--- src/daf_ram.sv ---
// Generic single-write, single-read synchronous RAM with a registered read port.
// Used for both the queue store and the seen list. No dependencies.
module daf_ram #(
  parameter int WIDTH = 32,
  parameter int DEPTH = 128
) (
  input  logic                     clk,
  input  logic                     wr_en,
  input  logic [$clog2(DEPTH)-1:0] wr_addr,
  input  logic [WIDTH-1:0]         wr_data,
  input  logic [$clog2(DEPTH)-1:0] rd_addr,
  output logic [WIDTH-1:0]         rd_data
);

  logic [WIDTH-1:0] mem [DEPTH];

  always_ff @(posedge clk) begin
    if (wr_en) begin
      mem[wr_addr] <= wr_data;
    end
    rd_data <= mem[rd_addr];
  end

endmodule

--- config.mk ---
export PLATFORM = sky130hd
export DESIGN_NAME = daf_ram
export DESIGN_NICKNAME = d
export VERILOG_FILES = /design/src/daf_ram.sv
export SDC_FILE = /design/constraint.sdc
export NUM_CORES = 2
export LEC_CHECK = 0
export BUFFER_PORTS_ARGS = -buffer_cell sky130_fd_sc_hd__buf_4
export CAP_MARGIN = 20
export CORE_ASPECT_RATIO = 1.4
export CORE_MARGIN = 3
export CORE_UTILIZATION = 47
export CTS_CLUSTER_SIZE = 28
export DETAILED_ROUTE_END_ITERATION = 7
export PLACE_DENSITY_LB_ADDON = 0.12
export SLEW_MARGIN = 20
export SYNTH_ARGS = -nofsm -noshare
export SYNTH_HDL_FRONTEND = slang
export SYNTH_SLANG_ARGS = --single-unit
--- constraint.sdc ---
create_clock -name clk -period 5 [get_ports clk]
set_input_delay 0.5 -clock clk [delete_from_list [all_inputs] [get_ports clk]]
set_output_delay 0.5 -clock clk [all_outputs]
set_load 0.005 [all_outputs]
==> impl_metrics.json <==
{
  "remaining_drc_errors": 0,
  "max_freq_mhz": 308.8,
  "tns_ns": 0,
  "rsz0062_at_grt": "false",
  "cts.sinks": 4128,
  "drive_gt1_share_pct": 36.80,
  "io-pin-count": 80,
  "synthMuxAreaShare_pct": 19.60,
  "rr_worst_depth": 4,
  "antenna_found_initial": 61,
  "die_w_um": 493.3,
  "start_util_pct": 47.41,
  "place_congestion": 0.8082,
  "endpoint_kind": "flip-flop",
  "wl_um": 440700,
  "synth_top_family_by_area": "multiplexers",
  "synth_compound_area_share_pct": 0,
  "avgViaCountPerCell": 6.219,
  "cts_tree": "yes",
  "gr-total-overflow": 0,
  "wire_per_inst_um": 38.79,
  "timing.final.hold_violations": 0,
  "clock_latency_ns": 0.92,
  "drtIter0Drc": 8442,
  "fin_area_um2": 178800,
  "n_fill_cell": 24700,
  "holdPathStages": 1,
  "synth_area_um2": 156300,
  "mostFrequentLayoutCells": "edfxtp_1 (4096), mux4_2 (1344), clkbuf_16 (402)",
  "io_buffers": 79,
  "core_area_um2": 329600,
  "path_max_fanout": 47,
  "syn_area_per_cell_um2": 26.09,
  "slew_headroom_pct": 17.10,
  "layout_commonest_cell": "edfxtp_1",
  "cts-root-buf": "clkbuf_16",
  "ir_worst_vdd_mv": 0.2889,
  "post_cts_buffers": 0,
  "ant_nets": 0,
  "multiInputGateArea_um2": 32290,
  "clockBufferDepth": 4,
  "crit_required_ns": 5.79,
  "die-area_um2": 339600,
  "rows": 249,
  "p_per_area_nw_per_um2": 402.6,
  "first_pass_iters": 6,
  "die_y_um": 688.3,
  "path_class": "input pin to flip-flop",
  "dp_hpwl_um": 253100,
  "place_area_um2": 165700,
  "cap_violations": 0,
  "p_leak_nw": 54.68,
  "worst_pin_slew_ns": 1.243,
  "cts-buffers-inserted": 394,
  "synthCells": 5990,
  "ys_ff_latch": 4128,
  "finalMaxSlewViolations": 0,
  "finalSetupViolations": 0,
  "ff_latch_area_um2": 123600,
  "clkTransAtPathRegs_ns": 0.07,
  "hold_path_class": "input pin to flip-flop",
  "skew_ns": 0.04589,
  "synthXorXnorAreaFrac_pct": 0,
  "ys_seq_area_share_pct": 79.12,
  "fin_crit_ns": 3.238,
  "worstHoldStart": "wr_data[31]",
  "via_count": 70660,
  "synth_fa_ha_area_share_pct": 0,
  "critPathLaunchType": "input pin",
  "grt_first_pass_wirelength_um": 608800,
  "r2r_end": "rd_data[28]",
  "grt_pass1_vias": 73290,
  "grt_max_degree": 98,
  "period_share_pct": 64.76,
  "hold_end": "mem[106][31]",
  "syn_nets": 6038,
  "critPathArrivalTime_ns": 4.03,
  "r2r-start": "mem[39][28]",
  "ys_warn_count": 0,
  "syn_to_final_growth_pct": 14.44,
  "ys_types": 17,
  "rrSetupSlack_ns": 2.29,
  "synth-simple-area-share_pct": 0.4460,
  "finalNetCount": 6552,
  "grt_use_total_pct": 26.19,
  "status": "complete, no violations",
  "cts_max_level": 5
}
==> metrics by stage <==
stage	setup WS (ns)	hold WS, ns	util [%]	instances	power [mW]
after detailed placement	0.8253	0.8995	50.26	10490	43.10
final	1.762	0.05289	54.26	11360	72.00
after global routing	1.700	0.02519	54.24	11340	74.01
after global placement	0.8409	0.9258	50.25	10490	43.04
after floorplan	1.261	0.5989	-	5990	40.84
after CTS	1.819	0.004066	54.12	11210	72.61
==> registers in the layout, summed over array words and instances (netlist names) <==
| register | flops |
|---|---|
| rd_data | 32 |
| mem | 4096 |
==> critical path: stages <==
cell and delay (ns):
buf_16 0.44, buf_4 0.67, mux4_2 0.60, mux4_2 0.57, mux4_2 0.70, mux2_2 0.35
==> area by class of cell <==
cell class	count	area share, %
Timing Repair Buffer	434	2.428
Antenna cell	150	0.2099
Multi-Input combinational cell	1546	18.06
Clock inverter	233	1.245
Clock buffer	480	5.856
Tap cell	4392	3.073
Sequential cell	4128	69.13
==> report_power, final <==
group	internal, mW	switching [mW]
Clock	17.0	12.7
Combinational	1.48	2.42
Sequential	38.2	0.154
==> cells in the mapped netlist <==
| library cell | n | area [um^2] |
|---|---|---|
| nand3_1 | 12 | 60.06 |
| nand4_1 | 3 | 18.77 |
| mux4_2 | 1344 | 30270 |
| nand2b_1 | 2 | 12.51 |
| nor2b_1 | 7 | 43.79 |
| buf_6 | 2 | 22.52 |
| clkbuf_1 | 182 | 683.2 |
| buf_4 | 3 | 22.52 |
| buf_1 | 50 | 187.7 |
| edfxtp_1 | 4096 | 123000 |
| mux2_2 | 32 | 360.4 |
| or3_1 | 1 | 6.260 |
| nor3_1 | 9 | 45.04 |
| nor2_1 | 122 | 457.9 |
| buf_2 | 79 | 395.4 |
| nand2_1 | 14 | 52.55 |
| dfxtp_1 | 32 | 640.6 |
==> kinds of logic after synthesis <==
logic type	after synthesis
buffers and inverters	316
DFF	4128
muxes	1376
and+or+nand+nor	170
==> metal layers <==
layer  GRT usage (%)  up-vias  part of all wire (%)
li1                -    27590                     -
met1           33.59    39910                    37
met2           45.01     2608                    53
met3           3.777      537                   6.0
met4           11.08       14                   4.3
met5               0        -                 0.020
==> repair_timing <==
item	4_1_cts	5_1_grt
gates resized for setup	0	0
hold buffers	3	0
endpoints found under the hold margin	40	0
==> how the worst max path moves through the flow <==
stage	from	end	depth (start not counted)
floorplan	wr_en	mem[98][0]	3
global placement	rd_addr[0]	rd_data[27]	7
detailed placement	rd_addr[0]	rd_data[21]	6
CTS	rd_addr[0]	rd_data[21]	6
global route	rd_addr[0]	rd_data[21]	6
finish	rd_addr[0]	rd_data[21]	6
Note: power is estimated with default switching activity, not from simulation.
